### src/frame_bitmap_allocator_unit_macros.svh
// Assertion macros for the frame bitmap allocator.
`ifndef FRAME_BITMAP_ALLOCATOR_UNIT_MACROS_SVH
`define FRAME_BITMAP_ALLOCATOR_UNIT_MACROS_SVH
`ifndef ASSERT_OFF
`define FBA_ASSERT(lbl, prop, msg) \
  lbl: assert property (@(posedge clk_i) disable iff (!rst_ni) (prop)) else $error(msg);
`define FBA_ASSERT_NEXT(lbl, ante, cons, msg) \
  lbl: assert property (@(posedge clk_i) disable iff (!rst_ni) (ante) |=> (cons)) \
    else $error(msg);
`else
`define FBA_ASSERT(lbl, prop, msg)
`define FBA_ASSERT_NEXT(lbl, ante, cons, msg)
`endif
`endif

### src/fba_pkg.sv
package fba_pkg;

  localparam int unsigned MAX_FRAMES_DEF = 4096;
  localparam int unsigned WORD_BITS      = 32;
  localparam int unsigned WORD_SHIFT     = 5;
  localparam int unsigned CNT_W          = 13;
  localparam int unsigned FRAME_W        = 12;
  localparam int unsigned STATUS_W       = 3;
  localparam int unsigned ADDR_W         = 3;

  localparam logic [CNT_W-1:0] FRAME_COUNT_RST = 13'd4096;
  localparam logic             REG_FRAME_COUNT = 1'b0;

  typedef enum logic {
    OP_ALLOC = 1'b0,
    OP_FREE  = 1'b1
  } op_e;

  typedef enum logic [STATUS_W-1:0] {
    ST_ALLOCATED = 3'd0,
    ST_HELD      = 3'd1,
    ST_FREED     = 3'd2,
    ST_NOTHING   = 3'd3,
    ST_EXHAUSTED = 3'd4
  } status_e;

  typedef enum logic [1:0] {
    S_CLEAR,
    S_IDLE,
    S_SCAN,
    S_FREE
  } state_e;

  typedef struct packed {
    logic                  hit;
    logic [WORD_SHIFT-1:0] pos;
  } zero_pos_t;

  function automatic zero_pos_t lowest_zero(logic [WORD_BITS-1:0] w);
    zero_pos_t r;
    r.hit = 1'b0;
    r.pos = '0;
    for (int i = WORD_BITS - 1; i >= 0; i--) begin
      if (!w[i]) begin
        r.hit = 1'b1;
        r.pos = WORD_SHIFT'(i);
      end
    end
    return r;
  endfunction

endpackage

### src/fba_bitmap_mem.sv
module fba_bitmap_mem #(
  parameter int unsigned WORDS = fba_pkg::MAX_FRAMES_DEF / fba_pkg::WORD_BITS,
  parameter int unsigned AW    = 7
) (
  input  logic                          clk_i,
  input  logic                          we_i,
  input  logic [AW-1:0]                 waddr_i,
  input  logic [fba_pkg::WORD_BITS-1:0] wdata_i,
  input  logic                          re_i,
  input  logic [AW-1:0]                 raddr_i,
  output logic [fba_pkg::WORD_BITS-1:0] rdata_o
);

  logic [fba_pkg::WORD_BITS-1:0] mem_q [WORDS];

  always_ff @(posedge clk_i) begin
    if (we_i) begin
      mem_q[waddr_i] <= wdata_i;
    end
  end

  always_ff @(posedge clk_i) begin
    if (re_i) begin
      rdata_o <= mem_q[raddr_i];
    end
  end

endmodule

### config.mk
export PLATFORM = sky130hd
export DESIGN_NAME = fba_bitmap_mem
export DESIGN_NICKNAME = d
export VERILOG_FILES = /design/src/frame_bitmap_allocator_unit_macros.svh /design/src/fba_pkg.sv /design/src/fba_bitmap_mem.sv
export SDC_FILE = /design/constraint.sdc
export NUM_CORES = 2
export LEC_CHECK = 0
export ABC_AREA = 0
export BUFFER_PORTS_ARGS = -buffer_cell sky130_fd_sc_hd__buf_4
export CAP_MARGIN = 20
export CORE_MARGIN = 2
export CORE_UTILIZATION = 60
export CTS_CLUSTER_DIAMETER = 80
export DETAILED_ROUTE_END_ITERATION = 7
export PLACE_DENSITY = 0.78
export SLEW_MARGIN = 25
export SYNTH_ARGS = -nofsm -noshare
export SYNTH_HDL_FRONTEND = slang
export SYNTH_SLANG_ARGS = --single-unit
### constraint.sdc
create_clock -name clk_i -period 4.25 [get_ports clk_i]
set_input_delay 0.2125 -clock clk_i [delete_from_list [all_inputs] [get_ports clk_i]]
set_output_delay 0.2125 -clock clk_i [all_outputs]
set_load 0.02 [all_outputs]
# Yosys cells after proc, flatten, opt, wreduce, memory -nomap -nowiden
# Memory sizes are Yosys's and may differ from the RTL's. A register that Yosys moved wholly into a read port is not among the register bits.
# Cells that the tools add are included.
# totals
regBits	0
ramBits	4096
out_inout_bits	32
elab_cells	3
mem_count	1
# op_classes
mux	2
# mem_list
name	words	word_bits	read_ports	rd_clocked_by_memory_dff	wr	line_no	text
mem_q	128	32	1	1	1	fba_bitmap_mem.sv:14	logic [fba_pkg::WORD_BITS-1:0] mem_q [WORDS];
# ops
cell	n
2-to-1 mux 1 bit	2

# Depth between registers and ports, before layout
# logic_depth
ltp_word	2
depth_mapped	8
depth_no_buf	4

# Least setup slack after synthesis
# Ideal clock, no wire load.
# synth_timing
path_type	input to register
from	in we_i
to	mem mem_q[98][0] (netlist name) (enable)
setup_ns	0.461
t_arrival_ns	2.990
required_ns	3.789
setup_slack_ns	0.799
stages	3
path_buffers	1
path_cell_list	clkbuf_1 > nand4_1 > nor3_1
# synth_via
elab_chain_cells	2
# synth_rtl
element	line_no	text
from (decl)	fba_bitmap_mem.sv:6	input logic we_i,
2-to-1 mux 1 bit	fba_bitmap_mem.sv:17	if (we_i) begin
2-to-1 mux 1 bit (implied by the code)	fba_bitmap_mem.sv:18	mem_q[waddr_i] <= wdata_i;
to (decl)	fba_bitmap_mem.sv:14	
# No other way between the ends.

# Worst setup path after layout
# layout_timing
from	in waddr_i[0]
to	mem mem_q[22][31] (netlist name) (enable)
# layout_lines
element	line_no	text
from (decl)	fba_bitmap_mem.sv:7	input logic [AW-1:0] waddr_i,
# No word-level cell before the write port.

==> reports/results.tsv <==
stage	metric	value	unit
run_status	status	finished, final reports clean	
worst_setup_path	worst-r2r-cell-count	4	
logic_synthesis	seq_area_frac_synth	79.2	%
cts	cts_tree	built	
hold_path	min_to	mem_q[116][13]	
global_route	grt_pass1_wl	631	mm
job	maxCapViolCount	0	
cts	cts_buffers	392	
pwr	total_power	85.5	mW
drt	wl_per_cell	45.7	um
hold_path	hp-start	wdata_i[13]	
layout	multi_input_area	32300	um^2
worst_setup_path	rrSetupSlack	1210	ps
die	rows	187	
drt	drtIter0Drc	16000	
logic_synthesis	synth_top_area_share	79.2	%
cts	htree_levels	5	
drt	first_pass_iters	6	
worst_setup_path	crit_type	in2reg	
logic_synthesis	syn_nets	6039	
timing	hold_viol_final	0	
logic_synthesis	syn_area_per_cell	26.1	um^2
drt	via_count	77700	
placed_design	dp_hpwl	233	mm
placed_design	io_buffers	80	
cts	post_cts_buffers	0	
die	die_area	265000	um^2
cts	cts_buffer_depth	4	
worst_setup_path	cp-end-kind	flip-flop	
timing	setup_slack	1060	ps
die	initial_core_util	60.4	%
drt	drcViolationCount	0	
cts	cts_sinks	4128	
placed_design	pre_cts_ws	509	ps
cts	cts-root-buf	clkbuf_16	
global_route	grt_pass1_vias	78000	
pwr	power_density	481	nW/um^2
logic_synthesis	netlist_top_cells_area	edfxtp_1, mux4_2, clkbuf_1, nor2_1, buf_2	
die	chipWidth	515	um
global_route	grt_antenna_before_repair	77	
cts	clock_latency	970	ps
global_route	grt_max_degree	101	
pwr	peakVddDrop	0.000365	V
worst_setup_path	cp.required	4780	ps
drt	ant_nets	0	
timing	rsz0062_at_grt	no	
timing	setup_tns	0	ps
drt	wl	469	mm
worst_setup_path	rr_endpoint	rdata_o[18]	
worst_setup_path	cp_max_fo	23	
timing	fmax	314	MHz
timing	holdWs	24.9	ps
logic_synthesis	yosysTopAreaCell	edfxtp_1	
global_route	gr-usage-all-layers	34.9	%
layout	mostFrequentLayoutCells	edfxtp_1, mux4_2, clkbuf_16, buf_4, nor2_4	
timing	fin_crit_sh	74.9	%
cts	cts_hold_buf	32	
layout	final_common_cell	edfxtp_1	
timing	slew_headroom	26.1	%
logic_synthesis	syn_inst	5990	
layout	finish.utilization	68.5	%
global_route	grt_overflow	0	
hold_path	min_path_cells	1	
logic_synthesis	synth_area	157000	um^2
worst_setup_path	arrival	3720	ps
pwr	leakage	54.8	nW
placed_design	finalWeightedCongestion	0.856	
layout	fillerInstances	13900	
logic_synthesis	synth-seq-cells	4128	
worst_setup_path	critPathLaunchType	input port	
hold_path	hold_class	in2reg	
die	die_y	515	um
timing	tightestPinTransition	1110	ps
worst_setup_path	r2r_start	mem_q[39][18]	
die	core_area	259000	um^2
layout	final_nets	6580	
cts	clk_pin_slew	60	ps
timing	finalSetupViolCount	0	
layout	seqCellArea	124000	um^2
timing	period_needed	3190	ps
die	ios	81	
layout	syn_to_final_growth	13.5	%
logic_synthesis	synth_cell_types	16	
timing	finClkSkew	100	ps
layout	drive_above_1_share	36.3	%
timing	slew_viol_final	0	
logic_synthesis	ys_warn_count	0	
cts	cts_resized	0	
drt	viasPerCell	7.57	
==> power by group <==
group,switching [mW],total (mW),internal (mW),leakage (nW)
Sequential,0.156,45.1,45.0,37.1
Clock,15.7,35.6,19.9,6.14
Combinational,2.99,4.75,1.76,11.5
Total,18.8,85.5,66.6,54.8
==> routing by layer <==
layer / global-route usage (%) / part of all wire [%] / vias to the layer above
met5: 0 / 0.071 / -
met4: 18.5 / 6.0 / 46
met3: 9.99 / 15 / 1463
met2: 54.2 / 48 / 8211
met1: 45.6 / 31 / 40500
li1: - / - / 27500
==> critical path, stage by stage <==
cell and delay (ps):
dlygate4sd3_1 620, buf_4 270, nor2b_1 400, nand3_2 860
nor2_4 750, buf_4 530
==> synthesized netlist by cell type (all sizes together) <==
cell type	n
buf	134
clkbuf	182
edfxtp	4128
mux2	32
mux4	1344
nand2	14
nand2b	2
nand3	12
nand4	3
nor2	122
nor2b	7
nor3	9
or3	1
==> metrics by stage <==
stage                     instances  instance area (um^2)
after global placement         9502                165000
after global routing          10200                178000
after CTS                     10200                178000
after floorplan                5990                157000
after detailed placement       9502                165000
final                         10300                178000
==> flip-flops by register name, summed over array words and instances, names as in the netlist <==
signal,cells
mem_q,4096
rdata_o,32
==> layout make-up <==
cell class | instances | share of cell area, %
clock inverter | 224 | 1.37
timing repair buffer | 463 | 2.59
tap | 3402 | 2.39
multi-input combinational | 1546 | 18.2
sequential | 4128 | 69.7
antenna | 28 | 0.0394
clock buffer | 471 | 5.73
==> worst max path at each step <==
| stage | end | startpoint | depth (start not counted) |
|---|---|---|---|
| after floorplan | mem_q[98][0] | we_i | 3 |
| final | mem_q[22][31] | waddr_i[0] | 6 |
| after CTS | mem_q[20][30] | waddr_i[0] | 7 |
| after global placement | rdata_o[8] | raddr_i[0] | 7 |
| after detailed placement | rdata_o[13] | raddr_i[0] | 7 |
| after global routing | mem_q[22][30] | waddr_i[0] | 6 |
==> cells by family (layout without fill, tap and decap cells) <==
logic type / Yosys count / after routing / share of synthesized area, %
multiplexers: 1376 / 1376 / 19.6
flip-flops: 4128 / 4128 / 79.2
buffers and inverters: 316 / 1158 / 0.837
AND/OR/NAND/NOR: 170 / 170 / 0.445
other: 0 / 28 / 0
(Power assumes the default switching activity.)
